`config.mk`:
```
export PLATFORM = sky130hd
export DESIGN_NAME = rational_arith_reduce
export DESIGN_NICKNAME = d
export VERILOG_FILES = /design/src/rtl/core/rar_pkg.sv /design/src/rtl/core/rar_divider.sv /design/src/rtl/core/rar_datapath.sv /design/src/rtl/core/rar_ctrl.sv /design/src/rtl/core/rational_arith_reduce.sv
export VERILOG_INCLUDE_DIRS = /design/src /design/src/rtl/core
export SDC_FILE = /design/constraint.sdc
export NUM_CORES = 2
export LEC_CHECK = 0
export ABC_CLOCK_PERIOD_IN_PS = 9700
export BUFFER_PORTS_ARGS = -buffer_cell sky130_fd_sc_hd__clkbuf_2
export CAP_MARGIN = 40
export CELL_PAD_IN_SITES_DETAIL_PLACEMENT = 1
export CELL_PAD_IN_SITES_GLOBAL_PLACEMENT = 1
export CORE_MARGIN = 4
export CORE_UTILIZATION = 25
export CTS_BUF_LIST = sky130_fd_sc_hd__clkbuf_16
export CTS_CLUSTER_DIAMETER = 200
export CTS_CLUSTER_SIZE = 20
export DETAILED_ROUTE_END_ITERATION = 10
export MAX_ROUTING_LAYER = met4
export PLACE_DENSITY = 0.56
export SLEW_MARGIN = 10
export SYNTH_ARGS = -nofsm -noshare
export SYNTH_HDL_FRONTEND = slang
export SYNTH_SLANG_ARGS = --single-unit
```
`constraint.sdc`:
```
create_clock -name clk -period 9.7 [get_ports clk]
set_input_delay 0.485 -clock clk [delete_from_list [all_inputs] [get_ports clk]]
set_output_delay 0.485 -clock clk [all_outputs]
set_load 0.1 [all_outputs]
```
`src/rtl/core/rational_arith_reduce_macros.svh`:
```
// Assertion macros shared by the rational arithmetic block.
`ifndef RATIONAL_ARITH_REDUCE_MACROS_SVH
`define RATIONAL_ARITH_REDUCE_MACROS_SVH
`ifndef SYNTHESIS
// Same-cycle implication, disabled while reset is asserted.
`define RAR_ASSERT_IMP(label, clk, rst_n, ante, cons) \
    label: assert property (@(posedge clk) disable iff (!rst_n) (ante) |-> (cons)) \
        else $error("rational_arith_reduce: same-cycle check failed");
// Next-cycle implication, disabled while reset is asserted.
`define RAR_ASSERT_NXT(label, clk, rst_n, ante, cons) \
    label: assert property (@(posedge clk) disable iff (!rst_n) (ante) |=> (cons)) \
        else $error("rational_arith_reduce: next-cycle check failed");
`else
`define RAR_ASSERT_IMP(label, clk, rst_n, ante, cons)
`define RAR_ASSERT_NXT(label, clk, rst_n, ante, cons)
`endif
`endif

```
`src/rtl/core/rar_pkg.sv`:
```
// Shared types and constants for the rational arithmetic block.
package rar_pkg;

    localparam int OPERAND_WIDTH_DEF = 16;
    localparam int NUM_OUT_W         = 33;
    localparam int DEN_OUT_W         = 32;
    localparam int CMD_W             = 2;

    typedef enum logic [CMD_W-1:0] {
        CMD_ADD = 2'd0,
        CMD_SUB = 2'd1,
        CMD_MUL = 2'd2,
        CMD_DIV = 2'd3
    } cmd_t;

    // Operand pairs for the shared multiplier.
    typedef enum logic [1:0] {
        MSEL_NUM   = 2'd0,
        MSEL_DEN   = 2'd1,
        MSEL_CROSS = 2'd2
    } msel_t;

    // Operand pairs for the shared divider.
    typedef enum logic [1:0] {
        DSEL_GCD = 2'd0,
        DSEL_NUM = 2'd1,
        DSEL_DEN = 2'd2
    } dsel_t;

    typedef struct packed {
        logic  load;
        logic  mul_en;
        msel_t mul_sel;
        logic  set_num;
        logic  set_den;
        logic  acc;
        logic  chk_zero;
        logic  gcd_init;
        logic  div_start;
        dsel_t div_sel;
        logic  div_take;
        logic  out_load;
    } dp_cmd_t;

    typedef struct packed {
        logic div_zero;
        logic x_zero;
        logic div_done;
        logic out_free;
    } dp_stat_t;

endpackage

```
`src/rtl/core/rar_divider.sv`:
```
// Radix-2 restoring divider for unsigned magnitudes, one quotient bit per cycle.
module rar_divider #(
    parameter int DIV_WIDTH = 2 * rar_pkg::OPERAND_WIDTH_DEF
) (
    input  logic                 clk,
    input  logic                 rst_n,
    input  logic                 start,
    input  logic [DIV_WIDTH-1:0] dividend,
    input  logic [DIV_WIDTH-1:0] divisor,
    output logic                 done,
    output logic [DIV_WIDTH-1:0] quotient,
    output logic [DIV_WIDTH-1:0] remainder
);

    localparam int CW = $clog2(DIV_WIDTH + 1);

    logic [DIV_WIDTH-1:0] quo_reg, quo_next;
    logic [DIV_WIDTH-1:0] rem_reg, rem_next;
    logic [DIV_WIDTH-1:0] dvsr_reg;
    logic [CW-1:0]        cnt_reg, cnt_next;
    logic                 busy_reg, busy_next;
    logic                 done_reg, done_next;
    logic [DIV_WIDTH:0]   shifted;
    logic [DIV_WIDTH:0]   trial;

    always_comb
    begin
        shifted   = {rem_reg, quo_reg[DIV_WIDTH-1]};
        trial     = shifted - {1'b0, dvsr_reg};
        quo_next  = quo_reg;
        rem_next  = rem_reg;
        cnt_next  = cnt_reg;
        busy_next = busy_reg;
        done_next = 1'b0;
        if (start)
        begin
            quo_next  = dividend;
            rem_next  = '0;
            cnt_next  = CW'(DIV_WIDTH);
            busy_next = 1'b1;
        end
        else if (busy_reg)
        begin
            // A clear top bit of the trial difference means the divisor fits.
            if (!trial[DIV_WIDTH])
            begin
                rem_next = trial[DIV_WIDTH-1:0];
                quo_next = {quo_reg[DIV_WIDTH-2:0], 1'b1};
            end
            else
            begin
                rem_next = shifted[DIV_WIDTH-1:0];
                quo_next = {quo_reg[DIV_WIDTH-2:0], 1'b0};
            end
            cnt_next = cnt_reg - CW'(1);
            if (cnt_reg == CW'(1))
            begin
                busy_next = 1'b0;
                done_next = 1'b1;
            end
        end
    end

    always_ff @(posedge clk or negedge rst_n)
    begin
        if (!rst_n)
        begin
            cnt_reg  <= '0;
            busy_reg <= 1'b0;
            done_reg <= 1'b0;
        end
        else
        begin
            cnt_reg  <= cnt_next;
            busy_reg <= busy_next;
            done_reg <= done_next;
        end
    end

    always_ff @(posedge clk)
    begin
        quo_reg <= quo_next;
        rem_reg <= rem_next;
        if (start)
        begin
            dvsr_reg <= divisor;
        end
    end

    assign done      = done_reg;
    assign quotient  = quo_reg;
    assign remainder = rem_reg;

endmodule

```
`src/rtl/core/rar_datapath.sv`:
```
// Datapath: operand capture, shared multiplier, Euclid registers, divider and output register.
module rar_datapath
    import rar_pkg::*;
#(
    parameter int OPERAND_WIDTH = OPERAND_WIDTH_DEF
) (
    input  logic                            clk,
    input  logic                            rst_n,
    input  dp_cmd_t                         cmd,
    output dp_stat_t                        stat,
    input  logic [CMD_W-1:0]                command,
    input  logic signed [OPERAND_WIDTH-1:0] a_num,
    input  logic signed [OPERAND_WIDTH-1:0] a_den,
    input  logic signed [OPERAND_WIDTH-1:0] b_num,
    input  logic signed [OPERAND_WIDTH-1:0] b_den,
    input  logic                            out_ready,
    output logic                            out_valid,
    output logic signed [NUM_OUT_W-1:0]     res_num,
    output logic signed [DEN_OUT_W-1:0]     res_den,
    output logic                            div_zero
);

    localparam int W  = OPERAND_WIDTH;
    localparam int MW = 2 * W;
    localparam int XW = (MW > NUM_OUT_W) ? MW : NUM_OUT_W;
    localparam int YW = (MW > DEN_OUT_W) ? MW : DEN_OUT_W;
    localparam logic [W-1:0]  ONE_W  = W'(1);
    localparam logic [MW-1:0] ONE_MW = MW'(1);

    // Operands in sign-magnitude form.
    logic [W-1:0]  an_raw, ad_raw, bn_raw, bd_raw;
    logic [W-1:0]  an_mag_in, ad_mag_in, bn_mag_in, bd_mag_in;
    cmd_t          cmd_reg;
    logic          an_neg_reg, ad_neg_reg, bn_neg_reg, bd_neg_reg;
    logic [W-1:0]  an_mag_reg, ad_mag_reg, bn_mag_reg, bd_mag_reg;

    logic          op_a_neg, op_b_neg;
    logic [W-1:0]  op_a_mag, op_b_mag;
    logic          prod_neg_reg, prod_nz_reg;
    logic [MW-1:0] prod_mag_reg;

    logic          num_neg_reg, num_neg_next;
    logic [MW-1:0] num_mag_reg, num_mag_next;
    logic          den_neg_reg, den_neg_next;
    logic [MW-1:0] den_mag_reg, den_mag_next;
    logic          x_neg_reg, x_neg_next;
    logic [MW-1:0] x_mag_reg, x_mag_next;
    logic          y_neg_reg, y_neg_next;
    logic [MW-1:0] y_mag_reg, y_mag_next;
    logic          flag_reg, flag_next;

    logic          add_y_neg;
    logic          sum_neg;
    logic [MW-1:0] sum_mag;
    logic          dz_cond;

    logic [MW-1:0] dvd_in, dvs_in, quo, rem;
    logic          div_done;

    logic [XW-1:0] num_ext, num_tc;
    logic [YW-1:0] den_ext, den_tc;
    logic                 out_valid_reg;
    logic [NUM_OUT_W-1:0] res_num_reg;
    logic [DEN_OUT_W-1:0] res_den_reg;
    logic                 div_zero_reg;

    // Input conversion; a zero denominator is taken as one.
    always_comb
    begin
        an_raw    = a_num;
        ad_raw    = a_den;
        bn_raw    = b_num;
        bd_raw    = b_den;
        an_mag_in = an_raw[W-1] ? (~an_raw + ONE_W) : an_raw;
        ad_mag_in = ad_raw[W-1] ? (~ad_raw + ONE_W) : ad_raw;
        bn_mag_in = bn_raw[W-1] ? (~bn_raw + ONE_W) : bn_raw;
        bd_mag_in = bd_raw[W-1] ? (~bd_raw + ONE_W) : bd_raw;
        if (ad_raw == '0)
        begin
            ad_mag_in = ONE_W;
        end
        if (bd_raw == '0)
        begin
            bd_mag_in = ONE_W;
        end
    end

    always_ff @(posedge clk)
    begin
        if (cmd.load)
        begin
            cmd_reg    <= cmd_t'(command);
            an_neg_reg <= an_raw[W-1];
            ad_neg_reg <= ad_raw[W-1];
            bn_neg_reg <= bn_raw[W-1];
            bd_neg_reg <= bd_raw[W-1];
            an_mag_reg <= an_mag_in;
            ad_mag_reg <= ad_mag_in;
            bn_mag_reg <= bn_mag_in;
            bd_mag_reg <= bd_mag_in;
        end
    end

    // Shared multiplier operand selection.
    always_comb
    begin
        unique case (cmd.mul_sel)
            MSEL_NUM:
            begin
                op_a_neg = an_neg_reg;
                op_a_mag = an_mag_reg;
                op_b_neg = (cmd_reg == CMD_MUL) ? bn_neg_reg : bd_neg_reg;
                op_b_mag = (cmd_reg == CMD_MUL) ? bn_mag_reg : bd_mag_reg;
            end
            MSEL_DEN:
            begin
                op_a_neg = ad_neg_reg;
                op_a_mag = ad_mag_reg;
                op_b_neg = (cmd_reg == CMD_DIV) ? bn_neg_reg : bd_neg_reg;
                op_b_mag = (cmd_reg == CMD_DIV) ? bn_mag_reg : bd_mag_reg;
            end
            MSEL_CROSS:
            begin
                op_a_neg = ad_neg_reg;
                op_a_mag = ad_mag_reg;
                op_b_neg = bn_neg_reg;
                op_b_mag = bn_mag_reg;
            end
            default:
            begin
                op_a_neg = 1'b0;
                op_a_mag = '0;
                op_b_neg = 1'b0;
                op_b_mag = '0;
            end
        endcase
    end

    always_ff @(posedge clk)
    begin
        if (cmd.mul_en)
        begin
            prod_mag_reg <= MW'(op_a_mag) * MW'(op_b_mag);
            prod_nz_reg  <= (|op_a_mag) && (|op_b_mag);
            prod_neg_reg <= (op_a_neg ^ op_b_neg) && (|op_a_mag) && (|op_b_mag);
        end
    end

    // Signed-magnitude add of the numerator and the cross product, negated for a subtract.
    always_comb
    begin
        add_y_neg = prod_neg_reg ^ ((cmd_reg == CMD_SUB) && prod_nz_reg);
        if (num_neg_reg == add_y_neg)
        begin
            sum_mag = num_mag_reg + prod_mag_reg;
            sum_neg = num_neg_reg;
        end
        else if (num_mag_reg >= prod_mag_reg)
        begin
            sum_mag = num_mag_reg - prod_mag_reg;
            sum_neg = num_neg_reg;
        end
        else
        begin
            sum_mag = prod_mag_reg - num_mag_reg;
            sum_neg = add_y_neg;
        end
        sum_neg = sum_neg && (|sum_mag);
    end

    assign dz_cond = (cmd_reg == CMD_DIV) && !(|den_mag_reg);

    always_comb
    begin
        num_neg_next = num_neg_reg;
        num_mag_next = num_mag_reg;
        den_neg_next = den_neg_reg;
        den_mag_next = den_mag_reg;
        x_neg_next   = x_neg_reg;
        x_mag_next   = x_mag_reg;
        y_neg_next   = y_neg_reg;
        y_mag_next   = y_mag_reg;
        flag_next    = flag_reg;

        if (cmd.load)
        begin
            flag_next = 1'b0;
        end
        if (cmd.set_num)
        begin
            num_neg_next = prod_neg_reg;
            num_mag_next = prod_mag_reg;
        end
        if (cmd.set_den)
        begin
            den_neg_next = prod_neg_reg;
            den_mag_next = prod_mag_reg;
        end
        if (cmd.acc && ((cmd_reg == CMD_ADD) || (cmd_reg == CMD_SUB)))
        begin
            num_neg_next = sum_neg;
            num_mag_next = sum_mag;
        end
        if (cmd.chk_zero && dz_cond)
        begin
            num_neg_next = 1'b0;
            num_mag_next = '0;
            den_neg_next = 1'b0;
            den_mag_next = ONE_MW;
            flag_next    = 1'b1;
        end
        if (cmd.gcd_init)
        begin
            x_neg_next = num_neg_reg;
            x_mag_next = num_mag_reg;
            y_neg_next = den_neg_reg;
            y_mag_next = den_mag_reg;
        end
        if (cmd.div_take)
        begin
            unique case (cmd.div_sel)
                DSEL_GCD:
                begin
                    // The remainder keeps the dividend's sign.
                    x_neg_next = y_neg_reg && (|rem);
                    x_mag_next = rem;
                    y_neg_next = x_neg_reg;
                    y_mag_next = x_mag_reg;
                end
                DSEL_NUM:
                begin
                    num_neg_next = (num_neg_reg ^ y_neg_reg) && (|quo);
                    num_mag_next = quo;
                end
                DSEL_DEN:
                begin
                    den_neg_next = (den_neg_reg ^ y_neg_reg) && (|quo);
                    den_mag_next = quo;
                end
                default:
                begin
                    flag_next = flag_reg;
                end
            endcase
        end
    end

    always_ff @(posedge clk)
    begin
        num_neg_reg <= num_neg_next;
        num_mag_reg <= num_mag_next;
        den_neg_reg <= den_neg_next;
        den_mag_reg <= den_mag_next;
        x_neg_reg   <= x_neg_next;
        x_mag_reg   <= x_mag_next;
        y_neg_reg   <= y_neg_next;
        y_mag_reg   <= y_mag_next;
        flag_reg    <= flag_next;
    end

    // At the end of Euclid's loop y holds the gcd, which then divides both terms.
    always_comb
    begin
        unique case (cmd.div_sel)
            DSEL_GCD:
            begin
                dvd_in = y_mag_reg;
                dvs_in = x_mag_reg;
            end
            DSEL_NUM:
            begin
                dvd_in = num_mag_reg;
                dvs_in = y_mag_reg;
            end
            DSEL_DEN:
            begin
                dvd_in = den_mag_reg;
                dvs_in = y_mag_reg;
            end
            default:
            begin
                dvd_in = '0;
                dvs_in = ONE_MW;
            end
        endcase
    end

    rar_divider #(
        .DIV_WIDTH(MW)
    ) u_div (
        .clk      (clk),
        .rst_n    (rst_n),
        .start    (cmd.div_start),
        .dividend (dvd_in),
        .divisor  (dvs_in),
        .done     (div_done),
        .quotient (quo),
        .remainder(rem)
    );

    // Output register in two's complement.
    always_comb
    begin
        num_ext = XW'(num_mag_reg);
        den_ext = YW'(den_mag_reg);
        num_tc  = num_neg_reg ? (~num_ext + XW'(1)) : num_ext;
        den_tc  = den_neg_reg ? (~den_ext + YW'(1)) : den_ext;
    end

    always_ff @(posedge clk or negedge rst_n)
    begin
        if (!rst_n)
        begin
            out_valid_reg <= 1'b0;
        end
        else if (cmd.out_load)
        begin
            out_valid_reg <= 1'b1;
        end
        else if (out_ready)
        begin
            out_valid_reg <= 1'b0;
        end
    end

    always_ff @(posedge clk)
    begin
        if (cmd.out_load)
        begin
            res_num_reg  <= num_tc[NUM_OUT_W-1:0];
            res_den_reg  <= den_tc[DEN_OUT_W-1:0];
            div_zero_reg <= flag_reg;
        end
    end

    assign out_valid = out_valid_reg;
    assign res_num   = res_num_reg;
    assign res_den   = res_den_reg;
    assign div_zero  = div_zero_reg;

    assign stat.div_zero = dz_cond;
    assign stat.x_zero   = !(|x_mag_reg);
    assign stat.div_done = div_done;
    assign stat.out_free = !out_valid_reg || out_ready;

endmodule

```
`src/rtl/core/rar_ctrl.sv`:
```
// Controller state machine that sequences products, Euclid steps and final divisions.
module rar_ctrl
    import rar_pkg::*;
(
    input  logic     clk,
    input  logic     rst_n,
    input  logic     in_valid,
    output logic     in_ready,
    input  dp_stat_t stat,
    output dp_cmd_t  cmd
);

    typedef enum logic [11:0] {
        S_IDLE     = 12'b0000_0000_0001,
        S_MUL_N    = 12'b0000_0000_0010,
        S_SET_N    = 12'b0000_0000_0100,
        S_SET_D    = 12'b0000_0000_1000,
        S_ACC      = 12'b0000_0001_0000,
        S_CHK      = 12'b0000_0010_0000,
        S_GCD_TEST = 12'b0000_0100_0000,
        S_GCD_WAIT = 12'b0000_1000_0000,
        S_QN_WAIT  = 12'b0001_0000_0000,
        S_QD_START = 12'b0010_0000_0000,
        S_QD_WAIT  = 12'b0100_0000_0000,
        S_FIN      = 12'b1000_0000_0000
    } state_t;

    state_t state_reg, state_next;

    always_comb
    begin
        state_next = state_reg;
        cmd        = '0;
        cmd.mul_sel = MSEL_NUM;
        cmd.div_sel = DSEL_GCD;
        unique case (state_reg)
            S_IDLE:
            begin
                if (in_valid)
                begin
                    cmd.load   = 1'b1;
                    state_next = S_MUL_N;
                end
            end
            S_MUL_N:
            begin
                cmd.mul_en  = 1'b1;
                cmd.mul_sel = MSEL_NUM;
                state_next  = S_SET_N;
            end
            S_SET_N:
            begin
                cmd.set_num = 1'b1;
                cmd.mul_en  = 1'b1;
                cmd.mul_sel = MSEL_DEN;
                state_next  = S_SET_D;
            end
            S_SET_D:
            begin
                cmd.set_den = 1'b1;
                cmd.mul_en  = 1'b1;
                cmd.mul_sel = MSEL_CROSS;
                state_next  = S_ACC;
            end
            S_ACC:
            begin
                cmd.acc    = 1'b1;
                state_next = S_CHK;
            end
            S_CHK:
            begin
                if (stat.div_zero)
                begin
                    cmd.chk_zero = 1'b1;
                    state_next   = S_FIN;
                end
                else
                begin
                    cmd.gcd_init = 1'b1;
                    state_next   = S_GCD_TEST;
                end
            end
            S_GCD_TEST:
            begin
                cmd.div_start = 1'b1;
                if (stat.x_zero)
                begin
                    cmd.div_sel = DSEL_NUM;
                    state_next  = S_QN_WAIT;
                end
                else
                begin
                    cmd.div_sel = DSEL_GCD;
                    state_next  = S_GCD_WAIT;
                end
            end
            S_GCD_WAIT:
            begin
                cmd.div_sel = DSEL_GCD;
                if (stat.div_done)
                begin
                    cmd.div_take = 1'b1;
                    state_next   = S_GCD_TEST;
                end
            end
            S_QN_WAIT:
            begin
                cmd.div_sel = DSEL_NUM;
                if (stat.div_done)
                begin
                    cmd.div_take = 1'b1;
                    state_next   = S_QD_START;
                end
            end
            S_QD_START:
            begin
                cmd.div_start = 1'b1;
                cmd.div_sel   = DSEL_DEN;
                state_next    = S_QD_WAIT;
            end
            S_QD_WAIT:
            begin
                cmd.div_sel = DSEL_DEN;
                if (stat.div_done)
                begin
                    cmd.div_take = 1'b1;
                    state_next   = S_FIN;
                end
            end
            S_FIN:
            begin
                if (stat.out_free)
                begin
                    cmd.out_load = 1'b1;
                    state_next   = S_IDLE;
                end
            end
            default:
            begin
                state_next = S_IDLE;
            end
        endcase
    end

    always_ff @(posedge clk or negedge rst_n)
    begin
        if (!rst_n)
        begin
            state_reg <= S_IDLE;
        end
        else
        begin
            state_reg <= state_next;
        end
    end

    assign in_ready = (state_reg == S_IDLE);

endmodule

```
`src/rtl/core/rational_arith_reduce.sv`:
```
// Top level of the rational arithmetic unit with gcd reduction.
//
// The input channel (in_valid/in_ready) carries a command and two fractions
// a_num/a_den and b_num/b_den; the output channel (out_valid/out_ready) carries
// the reduced fraction res_num/res_den and the div_zero flag. One result comes
// out for every input transfer, in order.
// Items are handled one at a time. An item goes through operand capture, the
// three products and the zero check, then through the divider for each Euclid
// remainder step and for the two final divisions, and last loads the output
// register. The radix-2 divider retires one quotient bit per cycle. A divide by
// a zero fraction skips the divider.
// in_ready is high only while the block waits for an item. The result sits in
// an output register, so a new item is accepted while it waits; when the
// receiver stalls and a second result is done, the block holds it until the
// register frees. Reset clears all control state; no result is pending after it.
`include "rational_arith_reduce_macros.svh"

module rational_arith_reduce
    import rar_pkg::*;
#(
    parameter int OPERAND_WIDTH = OPERAND_WIDTH_DEF
) (
    input  logic                            clk,
    input  logic                            rst_n,
    input  logic                            in_valid,
    output logic                            in_ready,
    input  logic [CMD_W-1:0]                command,
    input  logic signed [OPERAND_WIDTH-1:0] a_num,
    input  logic signed [OPERAND_WIDTH-1:0] a_den,
    input  logic signed [OPERAND_WIDTH-1:0] b_num,
    input  logic signed [OPERAND_WIDTH-1:0] b_den,
    output logic                            out_valid,
    input  logic                            out_ready,
    output logic signed [NUM_OUT_W-1:0]     res_num,
    output logic signed [DEN_OUT_W-1:0]     res_den,
    output logic                            div_zero
);

    dp_cmd_t  dp_cmd;
    dp_stat_t dp_stat;

    rar_ctrl u_ctrl (
        .clk     (clk),
        .rst_n   (rst_n),
        .in_valid(in_valid),
        .in_ready(in_ready),
        .stat    (dp_stat),
        .cmd     (dp_cmd)
    );

    rar_datapath #(
        .OPERAND_WIDTH(OPERAND_WIDTH)
    ) u_dp (
        .clk      (clk),
        .rst_n    (rst_n),
        .cmd      (dp_cmd),
        .stat     (dp_stat),
        .command  (command),
        .a_num    (a_num),
        .a_den    (a_den),
        .b_num    (b_num),
        .b_den    (b_den),
        .out_ready(out_ready),
        .out_valid(out_valid),
        .res_num  (res_num),
        .res_den  (res_den),
        .div_zero (div_zero)
    );

    // The reduced denominator can never be zero.
    `RAR_ASSERT_IMP(a_den_nonzero, clk, rst_n, out_valid, res_den != '0)
    // A divide by a zero fraction always reports 0/1.
    `RAR_ASSERT_IMP(a_div_zero_result, clk, rst_n, out_valid && div_zero, res_num == '0 && res_den == 32'sd1)
    // After an input transfer the block is busy in the cycle that follows.
    `RAR_ASSERT_NXT(a_busy_after_accept, clk, rst_n, in_valid && in_ready, !in_ready)

endmodule
```
==> flow_summary.ini <==
[run_status]
status = finished clean

[floorplan]
core_sq_mm = 0.138
num_rows = 136
ios = 138
initial_core_util_pct = 25.3
die_height_um = 381
die_area_sq_mm = 0.145
dieWidth_um = 381

[detailed_routing]
antenna_left = 0
viasPerCell = 5.03
drt-pass1-iter-count = 10
via_count = 29700
wl_per_cell_um = 21.8
drt_iter0_drc = 1994
drc_errors = 0
wl_um = 129000

[hold_path]
hold_class = in -> reg

[yosys]
synthCells = 4028
syn_area_sq_mm = 0.0349
avgSynthCellArea_sq_um = 8.65
synthesis.nets = 4543
synthTopCellsByArea = edfxtp_1, fa_1, dfxtp_1
synthFlopType = edfxtp_1
synth.most_common_cell = nand2_1
yosysTopAreaCell = edfxtp_1
yosysUniqueCellTypes = 98
yosysSeqAreaShare_pct = 31.2
synth_top_cell_area_share_pct = 20.2
yosys_warnings = 0
synth_seq_cells = 420
synth_edf_count = 235
ys_async_sr_fraction_pct = 5.00
synth_common_cells = nand2_1, nor2_1, inv_1

[worst_setup_path]
cpMaxStageDelayCell = fa_1
required_ns = 10.10
crit_type = reg -> reg
crit_fanout = 29
crit_path_frequent_cell = fa_1
arrival_ns = 9.48
max_stage_delay_ns = 0.54
crit_path_end_kind = flip-flop
start_kind = flip-flop

[sta]
slew_violations = 0
setup-violations-final = 0
hold_ws_ns = 0.0534
slew_headroom_pct = 37.0
min_period_over_period_pct = 93.6
fin_skew_ns = 0.0288
rsz0062_at_grt = no
fin_tns_setup_ns = 0
tightest_slew_ns = 0.932
fin_crit_ns = 9.08
hold_violations = 0
fmax_ghz = 0.110

[global_routing]
grt_pass1_wl_um = 195000
grt-ovfl-total = 0
grt_max_degree = 80
gr-usage-all-layers_pct = 17.7
grt_pass1_vias = 31000
antenna_found_initial = 6

[final_layout]
fillers = 16300
final_core_util_pct = 27.8
nets = 4551
largest_reg_flops = 33
drive_gt1_share_pct = 7.72
area_growth_pct = 10.1

[clock_tree]
clock_latency_ns = 0.63
path_clk_slew_ns = 0.10
root_buffer = clkbuf_16
htree_levels = 1
numCtsBuffers = 24
cts_tree = built
clock_sinks = 420
cts_buffer_depth = 3

[placed_design]
portBuffers = 137
gp_congestion = 0.900
dp_hpwl_um = 103000

[job]
drv_cap = 0
[worst max-delay path, delay by kind of cell (launching register included)]
family	cells	cell delay [ns]
compound gates	10	2.58
simple gates	5	1.31
xor+xnor	1	0.08
flops	1	0.46
buf+inv	6	0.64
fa+ha+maj	8	3.52
mux	1	0.25
[routing by layer]
metal  share of wire (%)  vias up  GRT usage [%]
met4                 2.1        0           3.51
met3                 3.9      139           1.61
li1                    -    14000              -
met2                  48      663           29.7
met1                  46    15000           23.4
met5                   0        -              -
[logic make-up after synthesis]
logic type / share of synthesized area (%)
xor+xnor: 5.13
flops: 31.2
buf+inv: 6.93
fa+ha+maj: 20.2
simple gates: 17.5
compound gates: 18.2
mux: 0.865
[final cells by class]
| cell class | instances | area, sq um | area share, % |
|---|---|---|---|
| clock inverters | 19 | 83.8 | 0.218 |
| clock buffers | 24 | 601 | 1.57 |
| repair buffers | 213 | 1340 | 3.50 |
| multi-input cells | 2983 | 21700 | 56.4 |
| diodes | 1 | 2.50 | 0.00652 |
| flip-flops and latches | 420 | 10900 | 28.3 |
| inverters | 394 | 1480 | 3.86 |
| well taps | 1863 | 2330 | 6.07 |
[repair_timing]
action                     4_1_cts  5_1_grt
setup buffers                    0        3
hold endpoints to repair        20        0
setup endpoints to repair        0        6
resized for setup                0        5
hold buffers                     1        0
[cells in the final DEF, fill, tap and decap left out, types with 28 or more instances in the layout]
master / count
o21ai_0: 202
inv_1: 408
nand2_1: 555
edfxtp_1: 235
xnor2_1: 177
a22oi_1: 66
nand3_1: 36
fa_1: 198
a21o_1: 54
o211ai_1: 43
nor3_1: 38
dfxtp_1: 164
nor4_1: 42
clkbuf_2: 138
a31oi_1: 121
buf_4: 69
nor2_1: 409
or3_1: 32
o31ai_1: 78
a222oi_1: 32
a21oi_1: 176
mux2i_1: 29
nand4_1: 36
or2_2: 28
ha_1: 245
nand2b_1: 45
[final timing paths]
check	to	startpoint	cells after the start	slack (ns)
worst max-delay path	u_dp.prod_mag_reg[30]	u_ctrl.state_reg[8]	31	0.62
worst min-delay path	u_dp.out_valid	out_ready	2	0.05
worst min register to register	u_dp.div_zero	u_dp.flag_reg	0	0.48
worst max register to register	u_dp.prod_mag_reg[30]	u_ctrl.state_reg[8]	31	0.62
min in group asynchronous	u_dp.out_valid	rst_n	2	0.38
max in group asynchronous	u_dp.u_div.busy_reg	rst_n	2	8.91
[per-stage QoR]
stage | cell area (sq um) | std cells | worst slack, ns
after floorplan | 34900 | 4028 | 1.11
after global placement | 37500 | 5863 | 0.418
after detailed placement | 37600 | 5868 | 0.237
after CTS | 38300 | 5912 | 0.233
after global routing | 38400 | 5917 | 0.0650
final | 38400 | 5917 | 0.618
Power is left out: the tool's default activity adds up to more than one toggle a clock period on the data nets, which glitch-free logic cannot reach.
